$ cat src/hw/rtl/tmpd_pkg.sv
// Shared types and constants of the trace metadata packet deframer.
// No dependencies; every other file of the block imports this package.
`default_nettype none

package tmpd_pkg;

    // Header layout
    localparam logic [5:0]  HDR_LAST_POS   = 6'd36;  // 37-byte header, positions 0..36
    localparam logic [5:0]  POS_UUID_FIRST = 6'd4;
    localparam logic [5:0]  POS_UUID_SPLIT = 6'd12;
    localparam logic [5:0]  POS_UUID_END   = 6'd20;
    localparam logic [5:0]  POS_CHECK_WORD = 6'd23;
    localparam logic [5:0]  POS_CONTENT_SZ = 6'd27;
    localparam logic [5:0]  POS_PACKET_SZ  = 6'd31;
    localparam logic [5:0]  POS_SCHEMES    = 6'd32;
    localparam logic [28:0] HDR_BYTES      = 29'd37;
    localparam int unsigned NUM_SCHEMES    = 5;

    // Scheme byte slots
    localparam logic [2:0] SCH_COMPRESSION = 3'd0;
    localparam logic [2:0] SCH_ENCRYPTION  = 3'd1;
    localparam logic [2:0] SCH_CHECKSUM    = 3'd2;
    localparam logic [2:0] SCH_MAJOR       = 3'd3;

    typedef enum logic [3:0] {
        PH_HEADER  = 4'b0001,
        PH_CONTENT = 4'b0010,
        PH_PAD     = 4'b0100,
        PH_HALT    = 4'b1000
    } phase_t;

    typedef enum logic [1:0] {
        KIND_DATA  = 2'd0,
        KIND_DONE  = 2'd1,
        KIND_ERROR = 2'd2
    } kind_t;

    localparam logic [2:0] ERR_NONE          = 3'd0;
    localparam logic [2:0] ERR_SHORT_HEADER  = 3'd0;
    localparam logic [2:0] ERR_COMPRESSION   = 3'd1;
    localparam logic [2:0] ERR_ENCRYPTION    = 3'd2;
    localparam logic [2:0] ERR_CHECKSUM      = 3'd3;
    localparam logic [2:0] ERR_VERSION       = 3'd4;
    localparam logic [2:0] ERR_UUID          = 3'd5;
    localparam logic [2:0] ERR_SIZE          = 3'd6;
    localparam logic [2:0] ERR_SHORT_CONTENT = 3'd7;

    localparam logic [1:0] UUID_LEARN  = 2'd1;
    localparam logic [1:0] UUID_PRESET = 2'd2;

    // Register indexes (byte address = 8 * index)
    localparam logic [2:0] REG_BIG_ENDIAN  = 3'd0;
    localparam logic [2:0] REG_VER_MAJOR   = 3'd1;
    localparam logic [2:0] REG_VER_MINOR   = 3'd2;
    localparam logic [2:0] REG_UUID_MODE   = 3'd3;
    localparam logic [2:0] REG_UUID_HIGH   = 3'd4;
    localparam logic [2:0] REG_UUID_LOW    = 3'd5;

    // Result queue
    localparam int unsigned FIFO_DEPTH = 4;
    localparam int unsigned FIFO_PTR_W = 2;
    localparam int unsigned FIFO_CNT_W = 3;

    typedef struct packed {
        logic        header_big_endian;
        logic [7:0]  version_major;
        logic [7:0]  version_minor;
        logic [1:0]  uuid_mode;
        logic [63:0] preset_uuid_high;
        logic [63:0] preset_uuid_low;
    } cfg_t;

    typedef struct packed {
        kind_t      kind;
        logic [7:0] out_byte;
        logic [2:0] error_code;
        logic       last;
    } result_t;

    // Up to two results per input transaction; second only with the first
    typedef struct packed {
        logic    v0;
        logic    v1;
        result_t r0;
        result_t r1;
    } res_push_t;

endpackage

`default_nettype wire

$ cat src/hw/rtl/trace_metadata_packet_deframer.sv
// Trace metadata packet deframer, top level. Instantiates tmpd_cfg, tmpd_core
// and tmpd_fifo; all types and constants come from tmpd_pkg.
//
// The block takes a packetized metadata byte stream, one byte per transaction,
// checks each 37-byte packet header and passes on the content bytes while it
// drops header and padding. It sustains one input byte per cycle while input
// ready is high: a byte is registered, processed the following cycle and its
// results (one content byte, a done/error result, or a content byte followed
// by a done or short-content error result) land in a four-entry result queue.
// Input ready falls when the queue could not take the worst case of the byte
// in flight plus a new one: when the output side has stalled, or while a
// stream-closing byte is in flight and the queue is not empty. The first error
// or the end of the stream halts the block; further bytes are taken and dropped
// until reset. The user must write registers through the APB port only while
// the block is idle; the block does not enforce this. They lie at byte address 8 * index.
`default_nettype none

module trace_metadata_packet_deframer
    import tmpd_pkg::*;
(
    input  wire logic        aclk,
    input  wire logic        aresetn,
    // Input stream
    input  wire logic        s_axis_tvalid,
    output logic             s_axis_tready,
    input  wire logic [7:0]  s_axis_tdata,   // [7:0] data_byte
    input  wire logic        s_axis_tlast,   // end_of_stream
    // Result stream
    output logic             m_axis_tvalid,
    input  wire logic        m_axis_tready,
    output logic      [15:0] m_axis_tdata,   // [7:0] out_byte, [10:8] error_code, rest zero
    output logic      [1:0]  m_axis_tuser,   // [1:0] kind
    output logic             m_axis_tlast,   // last
    // Configuration port
    input  wire logic        psel,
    input  wire logic        penable,
    input  wire logic        pwrite,
    input  wire logic [5:0]  paddr,
    input  wire logic [63:0] pwdata,
    output logic      [63:0] prdata,
    output logic             pready
);

    cfg_t                  cfg;
    res_push_t             push;
    result_t               head;
    logic                  head_valid;
    logic [FIFO_CNT_W-1:0] fifo_count;

    logic                  in_valid_reg;
    logic [7:0]            in_byte_reg;
    logic                  in_eos_reg;
    logic [FIFO_CNT_W:0]   pending;
    logic [FIFO_CNT_W:0]   room_need;
    logic                  s_accept;

    // Worst-case results still to be pushed by the byte held in the input
    // register: two only when it closes the stream.
    assign pending   = in_valid_reg ? (in_eos_reg ? (FIFO_CNT_W+1)'(2) : (FIFO_CNT_W+1)'(1))
                                    : '0;
    // Leave room for that byte and for two more from the one being accepted
    assign room_need = {1'b0, fifo_count} + pending + (FIFO_CNT_W+1)'(2);
    assign s_axis_tready = room_need <= (FIFO_CNT_W+1)'(FIFO_DEPTH);
    assign s_accept      = s_axis_tvalid && s_axis_tready;

    // Input register: holds the accepted transaction for the core to process
    always_ff @(posedge aclk) begin
        if (!aresetn) begin
            in_valid_reg <= 1'b0;
        end else begin
            in_valid_reg <= s_accept;
        end
    end

    always_ff @(posedge aclk) begin
        if (s_accept) begin
            in_byte_reg <= s_axis_tdata;
            in_eos_reg  <= s_axis_tlast;
        end
    end

    tmpd_cfg u_cfg (
        .aclk    (aclk),
        .aresetn (aresetn),
        .psel    (psel),
        .penable (penable),
        .pwrite  (pwrite),
        .paddr   (paddr),
        .pwdata  (pwdata),
        .prdata  (prdata),
        .pready  (pready),
        .cfg     (cfg)
    );

    tmpd_core u_core (
        .aclk     (aclk),
        .aresetn  (aresetn),
        .cfg      (cfg),
        .in_valid (in_valid_reg),
        .in_byte  (in_byte_reg),
        .in_eos   (in_eos_reg),
        .push     (push)
    );

    tmpd_fifo u_fifo (
        .aclk       (aclk),
        .aresetn    (aresetn),
        .push       (push),
        .pop        (m_axis_tready),
        .head_valid (head_valid),
        .head       (head),
        .count      (fifo_count)
    );

    // Drive the result channel straight from the queue head
    assign m_axis_tvalid = head_valid;
    assign m_axis_tdata  = {5'b0, head.error_code, head.out_byte};
    assign m_axis_tuser  = head.kind;
    assign m_axis_tlast  = head.last;

endmodule

`default_nettype wire

$ cat src/hw/rtl/tmpd_cfg.sv
// Configuration register file of the deframer, APB-style write/read port.
// Depends on tmpd_pkg for the register indexes and the cfg_t bundle.
`default_nettype none

module tmpd_cfg
    import tmpd_pkg::*;
(
    input  wire logic        aclk,
    input  wire logic        aresetn,
    input  wire logic        psel,
    input  wire logic        penable,
    input  wire logic        pwrite,
    input  wire logic [5:0]  paddr,
    input  wire logic [63:0] pwdata,
    output logic      [63:0] prdata,
    output logic             pready,
    output cfg_t             cfg
);

    cfg_t       cfg_reg;
    logic       wr_en;
    logic [2:0] reg_idx;

    assign pready  = 1'b1;
    assign reg_idx = paddr[5:3];
    assign wr_en   = psel && penable && pwrite;
    assign cfg     = cfg_reg;

    always_ff @(posedge aclk) begin
        if (!aresetn) begin
            cfg_reg.header_big_endian <= 1'b0;
            cfg_reg.version_major     <= 8'd1;
            cfg_reg.version_minor     <= 8'd8;
            cfg_reg.uuid_mode         <= UUID_LEARN;
            cfg_reg.preset_uuid_high  <= '0;
            cfg_reg.preset_uuid_low   <= '0;
        end else if (wr_en) begin
            unique case (reg_idx)
                REG_BIG_ENDIAN: cfg_reg.header_big_endian <= pwdata[0];
                REG_VER_MAJOR:  cfg_reg.version_major     <= pwdata[7:0];
                REG_VER_MINOR:  cfg_reg.version_minor     <= pwdata[7:0];
                REG_UUID_MODE:  cfg_reg.uuid_mode         <= pwdata[1:0];
                REG_UUID_HIGH:  cfg_reg.preset_uuid_high  <= pwdata;
                REG_UUID_LOW:   cfg_reg.preset_uuid_low   <= pwdata;
                default: ;
            endcase
        end
    end

    always_comb begin
        unique case (reg_idx)
            REG_BIG_ENDIAN: prdata = {63'b0, cfg_reg.header_big_endian};
            REG_VER_MAJOR:  prdata = {56'b0, cfg_reg.version_major};
            REG_VER_MINOR:  prdata = {56'b0, cfg_reg.version_minor};
            REG_UUID_MODE:  prdata = {62'b0, cfg_reg.uuid_mode};
            REG_UUID_HIGH:  prdata = cfg_reg.preset_uuid_high;
            REG_UUID_LOW:   prdata = cfg_reg.preset_uuid_low;
            default:        prdata = '0;
        endcase
    end

endmodule

`default_nettype wire

$ cat src/hw/rtl/tmpd_core.sv
// Deframing engine: header capture and checks, content/padding counting.
// Depends on tmpd_pkg; fed from the input register, pushes into tmpd_fifo.
`default_nettype none

module tmpd_core
    import tmpd_pkg::*;
(
    input  wire logic       aclk,
    input  wire logic       aresetn,
    input  wire cfg_t       cfg,
    input  wire logic       in_valid,
    input  wire logic [7:0] in_byte,
    input  wire logic       in_eos,
    output res_push_t       push
);

    phase_t       phase_reg, phase_next;
    logic [5:0]   header_count_reg, header_count_next;
    logic [31:0]  word_acc_reg, word_acc_next;
    logic [31:0]  check_word_reg, check_word_next;
    logic [31:0]  content_bits_reg, content_bits_next;
    logic [31:0]  packet_bits_reg, packet_bits_next;
    logic [7:0]   scheme_reg [NUM_SCHEMES];
    logic [7:0]   scheme_next [NUM_SCHEMES];
    logic [63:0]  pkt_uuid_hi_reg, pkt_uuid_hi_next;
    logic [63:0]  pkt_uuid_lo_reg, pkt_uuid_lo_next;
    logic [63:0]  str_uuid_hi_reg, str_uuid_hi_next;
    logic [63:0]  str_uuid_lo_reg, str_uuid_lo_next;
    logic         uuid_known_reg, uuid_known_next;
    logic [28:0]  bytes_left_reg, bytes_left_next;
    // Sizes worked out early in the scheme bytes
    logic [28:0]  pad_bytes_reg, pad_bytes_next;
    logic         pad_zero_reg, pad_zero_next;
    logic [28:0]  content_left_reg, content_left_next;
    logic         content_left_zero_reg, content_left_zero_next;
    logic         content_short_reg, content_short_next;

    logic [31:0]  acc_base;
    logic [31:0]  acc_new;
    logic [31:0]  size_diff;
    logic [28:0]  content_bytes;
    logic [28:0]  left_calc;
    logic         hdr_fail;
    logic [2:0]   hdr_code;
    logic         uuid_bad;
    logic         emitted;
    result_t      eos_res;

    always_comb begin
        phase_next             = phase_reg;
        header_count_next      = header_count_reg;
        word_acc_next          = word_acc_reg;
        check_word_next        = check_word_reg;
        content_bits_next      = content_bits_reg;
        packet_bits_next       = packet_bits_reg;
        scheme_next            = scheme_reg;
        pkt_uuid_hi_next       = pkt_uuid_hi_reg;
        pkt_uuid_lo_next       = pkt_uuid_lo_reg;
        str_uuid_hi_next       = str_uuid_hi_reg;
        str_uuid_lo_next       = str_uuid_lo_reg;
        uuid_known_next        = uuid_known_reg;
        bytes_left_next        = bytes_left_reg;
        pad_bytes_next         = pad_bytes_reg;
        pad_zero_next          = pad_zero_reg;
        content_left_next      = content_left_reg;
        content_left_zero_next = content_left_zero_reg;
        content_short_next     = content_short_reg;
        push                   = '0;
        hdr_fail               = 1'b0;
        hdr_code               = ERR_NONE;
        uuid_bad               = 1'b0;
        emitted                = 1'b0;
        eos_res                = '0;

        // Word assembly of the header's 32-bit fields
        acc_base = (header_count_reg[1:0] == 2'd0) ? 32'd0 : word_acc_reg;
        if (cfg.header_big_endian) begin
            acc_new = {acc_base[23:0], in_byte};
        end else begin
            acc_new = acc_base | ({24'b0, in_byte} << {header_count_reg[1:0], 3'b000});
        end

        // Size arithmetic from the registered size words
        content_bytes = content_bits_reg[31:3];
        left_calc     = content_bytes - HDR_BYTES;
        size_diff     = packet_bits_reg - content_bits_reg;

        if (in_valid && phase_reg != PH_HALT) begin
            unique case (phase_reg)
                PH_HEADER: begin
                    if (header_count_reg < POS_SCHEMES) begin
                        word_acc_next = acc_new;
                        if (header_count_reg >= POS_UUID_FIRST &&
                            header_count_reg < POS_UUID_END) begin
                            if (header_count_reg < POS_UUID_SPLIT) begin
                                pkt_uuid_hi_next = {pkt_uuid_hi_reg[55:0], in_byte};
                            end else begin
                                pkt_uuid_lo_next = {pkt_uuid_lo_reg[55:0], in_byte};
                            end
                        end else if (header_count_reg == POS_CHECK_WORD) begin
                            check_word_next = acc_new;
                        end else if (header_count_reg == POS_CONTENT_SZ) begin
                            content_bits_next = acc_new;
                        end else if (header_count_reg == POS_PACKET_SZ) begin
                            packet_bits_next = acc_new;
                        end
                    end else begin
                        scheme_next[header_count_reg[2:0]] = in_byte;
                    end

                    // Size words are complete from the first scheme byte on
                    if (header_count_reg == POS_SCHEMES) begin
                        content_short_next     = content_bytes < HDR_BYTES;
                        content_left_next      = left_calc;
                        content_left_zero_next = left_calc == '0;
                        if (packet_bits_reg >= content_bits_reg) begin
                            pad_bytes_next = size_diff[31:3];
                        end else begin
                            pad_bytes_next = '0;
                        end
                        pad_zero_next = !(packet_bits_reg >= content_bits_reg) ||
                                        size_diff[31:3] == '0;
                    end

                    if (header_count_reg == HDR_LAST_POS) begin
                        header_count_next = '0;
                        if (cfg.uuid_mode == UUID_LEARN) begin
                            uuid_bad = uuid_known_reg &&
                                       (pkt_uuid_hi_reg != str_uuid_hi_reg ||
                                        pkt_uuid_lo_reg != str_uuid_lo_reg);
                        end else if (cfg.uuid_mode == UUID_PRESET) begin
                            uuid_bad = pkt_uuid_hi_reg != cfg.preset_uuid_high ||
                                       pkt_uuid_lo_reg != cfg.preset_uuid_low;
                        end
                        priority if (scheme_reg[SCH_COMPRESSION] != 8'd0) begin
                            hdr_fail = 1'b1;
                            hdr_code = ERR_COMPRESSION;
                        end else if (scheme_reg[SCH_ENCRYPTION] != 8'd0) begin
                            hdr_fail = 1'b1;
                            hdr_code = ERR_ENCRYPTION;
                        end else if (check_word_reg != 32'd0 ||
                                     scheme_reg[SCH_CHECKSUM] != 8'd0) begin
                            hdr_fail = 1'b1;
                            hdr_code = ERR_CHECKSUM;
                        end else if (scheme_reg[SCH_MAJOR] != cfg.version_major ||
                                     in_byte != cfg.version_minor) begin
                            hdr_fail = 1'b1;
                            hdr_code = ERR_VERSION;
                        end else if (uuid_bad) begin
                            hdr_fail = 1'b1;
                            hdr_code = ERR_UUID;
                        end else begin
                            // Learn the stream uuid from the first packet to get here
                            if (cfg.uuid_mode == UUID_LEARN && !uuid_known_reg) begin
                                str_uuid_hi_next = pkt_uuid_hi_reg;
                                str_uuid_lo_next = pkt_uuid_lo_reg;
                                uuid_known_next  = 1'b1;
                            end
                            if (content_short_reg) begin
                                hdr_fail = 1'b1;
                                hdr_code = ERR_SIZE;
                            end
                        end

                        if (hdr_fail) begin
                            push.v0            = 1'b1;
                            push.r0.kind       = KIND_ERROR;
                            push.r0.error_code = hdr_code;
                            push.r0.last       = 1'b1;
                            phase_next         = PH_HALT;
                        end else if (!content_left_zero_reg) begin
                            bytes_left_next = content_left_reg;
                            phase_next      = PH_CONTENT;
                        end else begin
                            bytes_left_next = pad_bytes_reg;
                            phase_next      = pad_zero_reg ? PH_HEADER : PH_PAD;
                        end
                    end else begin
                        header_count_next = header_count_reg + 6'd1;
                    end
                end
                PH_CONTENT: begin
                    emitted          = 1'b1;
                    push.v0          = 1'b1;
                    push.r0.kind     = KIND_DATA;
                    push.r0.out_byte = in_byte;
                    if (bytes_left_reg == 29'd1) begin
                        bytes_left_next = pad_bytes_reg;
                        phase_next      = pad_zero_reg ? PH_HEADER : PH_PAD;
                    end else begin
                        bytes_left_next = bytes_left_reg - 29'd1;
                    end
                end
                PH_PAD: begin
                    bytes_left_next = bytes_left_reg - 29'd1;
                    if (bytes_left_reg == 29'd1) begin
                        phase_next = PH_HEADER;
                    end
                end
                PH_HALT: ;
                default: ;
            endcase

            // Close the stream on its last byte
            if (in_eos && !hdr_fail) begin
                eos_res.last = 1'b1;
                if (phase_next == PH_HEADER && header_count_next != '0) begin
                    eos_res.kind       = KIND_ERROR;
                    eos_res.error_code = ERR_SHORT_HEADER;
                end else if (phase_next == PH_CONTENT) begin
                    eos_res.kind       = KIND_ERROR;
                    eos_res.error_code = ERR_SHORT_CONTENT;
                end else begin
                    eos_res.kind = KIND_DONE;
                end
                if (emitted) begin
                    push.v1 = 1'b1;
                    push.r1 = eos_res;
                end else begin
                    push.v0 = 1'b1;
                    push.r0 = eos_res;
                end
                phase_next = PH_HALT;
            end
        end
    end

    always_ff @(posedge aclk) begin
        if (!aresetn) begin
            phase_reg        <= PH_HEADER;
            header_count_reg <= '0;
            uuid_known_reg   <= 1'b0;
            check_word_reg   <= '0;
            content_bits_reg <= '0;
            packet_bits_reg  <= '0;
            bytes_left_reg   <= '0;
            pkt_uuid_hi_reg  <= '0;
            pkt_uuid_lo_reg  <= '0;
            for (int i = 0; i < NUM_SCHEMES; i++) begin
                scheme_reg[i] <= '0;
            end
        end else begin
            phase_reg        <= phase_next;
            header_count_reg <= header_count_next;
            uuid_known_reg   <= uuid_known_next;
            check_word_reg   <= check_word_next;
            content_bits_reg <= content_bits_next;
            packet_bits_reg  <= packet_bits_next;
            bytes_left_reg   <= bytes_left_next;
            pkt_uuid_hi_reg  <= pkt_uuid_hi_next;
            pkt_uuid_lo_reg  <= pkt_uuid_lo_next;
            scheme_reg       <= scheme_next;
        end
    end

    always_ff @(posedge aclk) begin
        word_acc_reg          <= word_acc_next;
        str_uuid_hi_reg       <= str_uuid_hi_next;
        str_uuid_lo_reg       <= str_uuid_lo_next;
        pad_bytes_reg         <= pad_bytes_next;
        pad_zero_reg          <= pad_zero_next;
        content_left_reg      <= content_left_next;
        content_left_zero_reg <= content_left_zero_next;
        content_short_reg     <= content_short_next;
    end

endmodule

`default_nettype wire

$ cat src/hw/rtl/tmpd_fifo.sv
// Result queue: takes up to two results a cycle, hands out one a cycle while pop is high.
// Depends on tmpd_pkg for result_t, res_push_t and the queue sizes.
`default_nettype none

module tmpd_fifo
    import tmpd_pkg::*;
(
    input  wire logic                  aclk,
    input  wire logic                  aresetn,
    input  wire res_push_t             push,
    input  wire logic                  pop,
    output logic                       head_valid,
    output result_t                    head,
    output logic      [FIFO_CNT_W-1:0] count
);

    result_t               mem_reg [FIFO_DEPTH];
    logic [FIFO_PTR_W-1:0] wr_ptr_reg, wr_ptr_next;
    logic [FIFO_PTR_W-1:0] rd_ptr_reg, rd_ptr_next;
    logic [FIFO_CNT_W-1:0] count_reg, count_next;
    logic [FIFO_PTR_W-1:0] wr_ptr_second;
    logic [FIFO_CNT_W-1:0] n_push;
    logic                  do_pop;

    assign head_valid    = count_reg != '0;
    assign head          = mem_reg[rd_ptr_reg];
    assign count         = count_reg;
    assign do_pop        = pop && head_valid;
    assign wr_ptr_second = wr_ptr_reg + FIFO_PTR_W'(1);
    assign n_push        = FIFO_CNT_W'(push.v0) + FIFO_CNT_W'(push.v1);

    always_comb begin
        wr_ptr_next = wr_ptr_reg + n_push[FIFO_PTR_W-1:0];
        rd_ptr_next = rd_ptr_reg + FIFO_PTR_W'(do_pop);
        count_next  = count_reg + n_push - FIFO_CNT_W'(do_pop);
    end

    always_ff @(posedge aclk) begin
        if (!aresetn) begin
            wr_ptr_reg <= '0;
            rd_ptr_reg <= '0;
            count_reg  <= '0;
        end else begin
            wr_ptr_reg <= wr_ptr_next;
            rd_ptr_reg <= rd_ptr_next;
            count_reg  <= count_next;
        end
    end

    always_ff @(posedge aclk) begin
        if (push.v0) begin
            mem_reg[wr_ptr_reg] <= push.r0;
        end
        if (push.v1) begin
            mem_reg[wr_ptr_second] <= push.r1;
        end
    end

endmodule

`default_nettype wire
$ cat config.mk
export PLATFORM = sky130hd
export DESIGN_NAME = trace_metadata_packet_deframer
export DESIGN_NICKNAME = d
export VERILOG_FILES = /design/src/hw/rtl/tmpd_pkg.sv /design/src/hw/rtl/trace_metadata_packet_deframer.sv /design/src/hw/rtl/tmpd_cfg.sv /design/src/hw/rtl/tmpd_core.sv /design/src/hw/rtl/tmpd_fifo.sv
export SDC_FILE = /design/constraint.sdc
export NUM_CORES = 2
export LEC_CHECK = 0
export ABC_CLOCK_PERIOD_IN_PS = 11900
export BUFFER_PORTS_ARGS = -buffer_cell sky130_fd_sc_hd__buf_2
export CAP_MARGIN = 20
export CORE_MARGIN = 4
export CORE_UTILIZATION = 39
export DETAILED_ROUTE_END_ITERATION = 7
export GPL_TIMING_DRIVEN = 0
export PLACE_DENSITY = 0.64
export SLEW_MARGIN = 20
export SYNTH_ARGS = -nofsm -noshare
export SYNTH_HDL_FRONTEND = slang
export SYNTH_HIERARCHICAL = 1
export SYNTH_SLANG_ARGS = --single-unit
$ cat constraint.sdc
create_clock -name aclk -period 11.9 [get_ports aclk]
set_clock_uncertainty 0.15 [all_clocks]
set_input_delay 2.975 -clock aclk [delete_from_list [all_inputs] [get_ports aclk]]
set_output_delay 2.975 -clock aclk [all_outputs]
set_load 0.005 [all_outputs]
# Word-level counts from Yosys, hierarchy flattened
# Memories as Yosys holds them, arrays and structs flattened. A register that Yosys moved wholly into a read port is not among the register bits.
# Index checks and enable logic that the tools add are counted.
# Widths: inputs -> output; s select.
[totals]
latch_bits = 0
regBits = 689
mem_bits_ro = 0
mem_bits_rw = 56
elab_cells = 217
inputBits = 86
n_memories = 1
output_inout_bits = 86
[memory_table]
columns = ["name", "words", "word_bits", "read_ports", "rd_ports_with_merged_regs", "wr", "line", "source"]
rows = [
  ["u_fifo.mem_reg", 4, 14, 1, 1, 2, "tmpd_fifo.sv:17", "result_t mem_reg [FIFO_DEPTH];"],
]
[op_classes]
n_eq_ne = 27
n_addsub = 12
bitwise = 12
div_mod_pow = 0
n_lt_le_gt_ge = 9
n_shift = 1
n_reduce_logical = 46
n_mul = 0
muxes = 75
[op_table]
columns = ["operator", "n"]
rows = [
  ["$pmux 64 s6", 1],
  ["$ne 64x64->1", 4],
  ["$mux 29", 4],
  ["$pmux 29 s3", 1],
  ["$mux 32", 2],
  ["$mux 30", 2],
  ["$logic_not 29->1", 2],
  ["$bwmux 40", 1],
  ["$mux 4", 10],
  ["$ge 32x32->1", 1],
  ["$or 32x32->32", 1],
  ["$reduce_bool 32->1", 1],
  ["$shl 8x5->32", 1],
  ["$sub 32x32->32", 1],
  ["$eq 29x1->1 const B", 1],
  ["$lt 29x6->1 const B", 1],
  ["$sub 29x1->29 const B", 1],
  ["$sub 29x6->29 const B", 1],
  ["$mux 14", 2],
  ["$mux 1", 27],
  ["$mux 3", 9],
  ["$demux 8 s3", 1],
  ["$reduce_bool 8->1", 3],
  ["$eq 6x5->1 const B", 3],
  ["other kinds (50)", 101],
]

# Longest topological paths before layout
[logic_depth]
depth_word = 28
depth_mapped = 17
depth_no_buf = 16

# Cells and area by module
# Netlist, hierarchy kept.
[by_module_without_submodules]
columns = ["mod", "cells_per_inst", "n_inst", "seq_area_each_um2", "area_each_um2"]
rows = [
  ["tmpd_core", 2588, 1, 12562.0, 25520.7],
  ["tmpd_cfg", 661, 1, 2942.8, 6555.0],
  ["tmpd_fifo", 180, 1, 1821.7, 3159.3],
  ["trace_metadata_packet_deframer", 30, 1, 290.3, 456.7],
]

# Worst setup path after synthesis
# OpenSTA, ideal clock, no wires.
[synth_timing]
path_type = "reg-to-reg"
from = "register u_core.header_count_reg[0]"
to = "register u_core.str_uuid_hi_reg[0] (enable)"
setup_slack_ns = 3.633
stages_incl_launch_ff = 11
setup_time_ns = 0.617
n_path_buf = 2
period_less_slack_ns = 8.267
t_arrival_ns = 7.500
t_required_ns = 11.133
path_cell_list = "dfxtp_1 clkbuf_1 inv_1 ha_1 buf_2 nand2_1 nor2_1 nand2_1 or2_2 or4_1 nor2_1"
[synth_between]
elab_chain_cells = 2
[synth_rtl]
columns = ["element", "line", "source"]
rows = [
  ["start, declared", "tmpd_core.sv:18", "logic [5:0] header_count_reg, header_count_next;"],
  ["start signal, assigned", "tmpd_core.sv:244", "header_count_reg <= header_count_next;"],
  ["$eq 6x6->1", "tmpd_core.sv:125", "if (header_count_reg == HDR_LAST_POS) begin"],
  ["$reduce_and 9->1 (no line)", "-", ""],
  ["end signal, assigned", "tmpd_core.sv:258", "str_uuid_hi_reg <= str_uuid_hi_next;"],
  ["end, declared", "tmpd_core.sv:27", "logic [63:0] str_uuid_hi_reg, str_uuid_hi_next;"],
]
# No other way between the ends.
# A chain may end at the register's enable or synchronous reset.

# Worst setup path in the final report
[layout_timing]
from = "input port paddr[4]"
to = "output port prdata[8]"
[layout_between]
elab_chain_cells = 2
word_cells_on_any_way = 7
cone_classes = "5 x eq/ne; 1 x mux; 1 x reduce/logical"
[layout_rtl]
columns = ["element", "line", "source"]
rows = [
  ["start, declared", "trace_metadata_packet_deframer.sv:38", "input wire logic [5:0] paddr,"],
  ["$eq 3x3->1, or another cell as far along", "tmpd_cfg.sv:51", "unique case (reg_idx)"],
  ["$pmux 64 s6 *", "tmpd_cfg.sv:51", ""],
  ["end, declared", "trace_metadata_packet_deframer.sv:40", "output logic [63:0] prdata,"],
]
# Mark *: on every way between the ends. The rest lies on a longest branch, timed or not.

==> impl_metrics.csv <==
group,metric,value,unit
final_layout,layout_common_cells,"633 x nand2_1, 451 x dfxtp_1, 286 x edfxtp_1",
floorplan,core,90400,um^2
placed_design,dpl_worst_slack,4.33,ns
power_and_ir_drop,irDropWorstVdd,0.0000996,V
floorplan,dieArea,96400,um^2
critical_path,cp-start-kind,"primary input",
clock_network,cts_resized,0,
synthesis,synth_ff_type,"dfxtp_1",
global_routing,grt_max_degree,30,
placed_design,io_buffers,160,
clock_network,htreeDepth,3,
critical_path,arrival,4.52,ns
power_and_ir_drop,power_frac_clock,42.8,%
power_and_ir_drop,power.leakage,16.7,nW
clock_network,clk_latency,0.66,ns
floorplan,chipHeight,311,um
final_layout,nets,3857,
final_layout,layout_commonest_cell,"nand2_1",
sta,setup_viol,0,
synthesis,synth_edf_count,286,
sta,rsz0062_at_grt,"false",
final_layout,drive_above_1_share,12.7,%
clock_network,clockBufferDepth,3,
clock_network,ctsHoldBuffers,0,
final_layout,antenna_cells,0,
global_routing,grt_pass1_wl,166000,um
placed_design,dp_hpwl,84700,um
worst_hold_path,min_path_type,"register to register",
floorplan,die_w,311,um
sta,fmax,0.131,GHz
critical_path,cp_slowest_cell,"buf_2",
power_and_ir_drop,pwr-share-seq,47.0,%
critical_path,critical_path_buf_inv_count,4,
critical_path,cp_max_fo,10,
job,drv_cap,0,
floorplan,floorplan.initialDensity,39.5,%
final_layout,area_growth,14.7,%
final_layout,largest_register_ffs,147,
routing,wl,111000,um
critical_path,critPathTopFamily,"buffers and inverters",
synthesis,netlist_instances,3459,
critical_path,cpPeakStageDelay,0.34,ns
synthesis,synth.distinct_cells,105,
routing,firstDrtPassIters,8,
sta,slew_viol_final,0,
sta,finalSetupTns,0,ns
synthesis,yosysSeqAreaShare,49.4,%
floorplan,ios,172,
placed_design,place.gp.congestion,0.959,
routing,avgRoutedWirePerCell,22.3,um
critical_path,setup.worst_path.end_class,"output port",
final_layout,fillers,8497,
sta,period_needed,7.65,ns
power_and_ir_drop,power-per-cell-area,142,nW/um^2
clock_network,clkTransAtPathRegs,0.05,ns
synthesis,avgSynthCellArea,10.3,um^2
routing,num_vias,27310,
critical_path,required,8.78,ns
sta,tightestPinTransition,0.967,ns
synthesis,synthesis.area,35700,um^2
sta,hold_ws,0.327,ns
power_and_ir_drop,p_switching,0.00151,W
power_and_ir_drop,swShare,26.0,%
critical_path,cp_cell_sequence,"buf_6, nand2b_4, nor2_1, buf_2, buf_2, a22o_1, buf_2",
synthesis,synthArstFlopShare,0,%
sta,slew_headroom,35.3,%
floorplan,rows,110,
clock_network,cts_root_buf,"clkbuf_16",
critical_path,path_class,"primary input to output port",
power_and_ir_drop,internal-power,0.00431,W
synthesis,yosysWarnings,6,
synthesis,ys_ff_latch,737,
clock_network,cts_tree,"built",
global_routing,grt_pass1_vias,26336,
routing,vias_per_cell,5.50,
global_routing,grt_overflow,0,
routing,ant_nets,0,
status,status,"finished, final reports clean",
global_routing,gr-usage-all-layers,22.2,%
clock_network,cts_buffers,81,
power_and_ir_drop,comb_power_share,10.2,%
global_routing,antenna_found_initial,1,
clock_network,post_cts_buffers,0,
critical_path,cpMostUsedCell,"buf_2",
routing,drtIter0Drc,2866,
clock_network,numClockSinks,737,
routing,drt_drc_violations_left,0,
sta,fin_ws,4.25,ns
sta,hold_viol,0,
sta,fin_crit_sh,64.3,%
[metrics by stage]
stage / instances / power [W] / area (um^2) / utilization (%)
floorplan: 3470 / 0.00314 / 35700 / -
global placement: 4806 / 0.00337 / 38000 / 42.0
detailed placement: 4817 / 0.00339 / 38300 / 42.3
CTS: 4968 / 0.00588 / 40900 / 45.3
global route: 4968 / 0.00603 / 40900 / 45.3
finish: 4968 / 0.00582 / 40900 / 45.3
[routing by layer]
metal / vias to the layer above / GRT usage [%] / wire, um
met4: 0 / 8.00 / 4170
met1: 13418 / 29.6 / 47200
met5: - / 0 / 0
met2: 901 / 36.7 / 52300
met3: 226 / 3.41 / 7230
li1: 12765 / - / -
[cell families after synthesis]
group | count (synthesis) | synth area share [%]
AND/OR/NAND/NOR | 1153 | 15.1
flip-flops | 737 | 49.4
AO/OA/AOI/OAI | 596 | 12.9
buffers and inverters | 322 | 4.39
XOR/XNOR | 316 | 7.85
multiplexers | 285 | 8.72
adder cells (fa/ha/maj) | 47 | 1.69
other | 3 | 0.0315
[cell usage after synthesis (17+ instances only)]
| cell type | count | share of area (%) |
|---|---|---|
| a21boi_1 | 69 | 1.5 |
| buf_4 | 27 | 0.57 |
| mux2i_1 | 213 | 6.0 |
| inv_1 | 106 | 1.1 |
| buf_2 | 18 | 0.25 |
| xnor2_1 | 169 | 4.1 |
| xor2_1 | 144 | 3.5 |
| clkbuf_1 | 134 | 1.4 |
| o211a_1 | 98 | 2.7 |
| nand2_1 | 633 | 6.7 |
| a21boi_0 | 75 | 1.6 |
| nor2b_1 | 58 | 1.0 |
| edfxtp_1 | 286 | 24 |
| a221oi_1 | 17 | 0.42 |
| ha_1 | 45 | 1.6 |
| o21ai_0 | 57 | 0.80 |
| nand2b_1 | 18 | 0.32 |
| dfxtp_1 | 451 | 25 |
| or2_0 | 26 | 0.46 |
| a22o_1 | 59 | 1.4 |
| mux2_2 | 57 | 1.8 |
| and2_1 | 24 | 0.42 |
| nand3_1 | 26 | 0.36 |
| nor2_1 | 138 | 1.5 |
| nor4_1 | 73 | 1.3 |
| nor3_1 | 36 | 0.50 |
| nand4_1 | 54 | 0.95 |
| a21oi_1 | 86 | 1.2 |
[power groups by stage]
stage | Combinational [W] | Sequential [W] | Clock, W
after detailed placement | 0.000596 | 0.00279 | 0
after global routing | 0.000647 | 0.00274 | 0.00264
after global placement | 0.000578 | 0.00279 | 0
final | 0.000592 | 0.00274 | 0.00249
after CTS | 0.000598 | 0.00274 | 0.00254
after floorplan | 0.000368 | 0.00277 | 0
[final timing paths]
kind | to | start | slack (ns) | depth (start not counted)
worst max-delay path | prdata[8] | paddr[4] | 4.25 | 7
worst min-delay path | u_core/bytes_left_reg[6]$_SDFFE_PN0P_ | u_core/bytes_left_reg[6]$_SDFFE_PN0P_ | 0.33 | 2
worst max register to register | u_fifo/count[2]$_SDFF_PN0_ | u_core/pkt_uuid_lo_reg[21]$_SDFFE_PN0P_ | 6.18 | 16
worst min register to register | u_core/bytes_left_reg[6]$_SDFFE_PN0P_ | u_core/bytes_left_reg[6]$_SDFFE_PN0P_ | 0.33 | 2
[final cells by class]
type / count / area, um^2 / share of cell area, %
plain buffers: 211 / 1150 / 2.81
repair buffers: 171 / 1020 / 2.49
well taps: 1176 / 1470 / 3.60
multi-input cells: 2411 / 16600 / 40.5
clock buffers: 107 / 2230 / 5.46
flip-flops and latches: 737 / 17600 / 43.0
clock inverters: 44 / 422 / 1.03
inverters: 111 / 417 / 1.02
[worst register-to-register path, stage by stage (launching register included)]
cell      delay [ns]
dfxtp_1         0.56
xor2_1          0.15
nor4_1          0.74
nand4_1         0.15
nor4_1          0.48
a41o_1          0.36
o211ai_2        0.24
o311a_1         0.51
nand2b_4        0.20
nor3_2          0.33
buf_4           0.23
ha_1            0.28
xnor2_1         0.16
ha_1            0.23
fa_1            0.44
xnor3_1         0.33
nor2b_1         0.10
(Power assumes the default switching activity.)
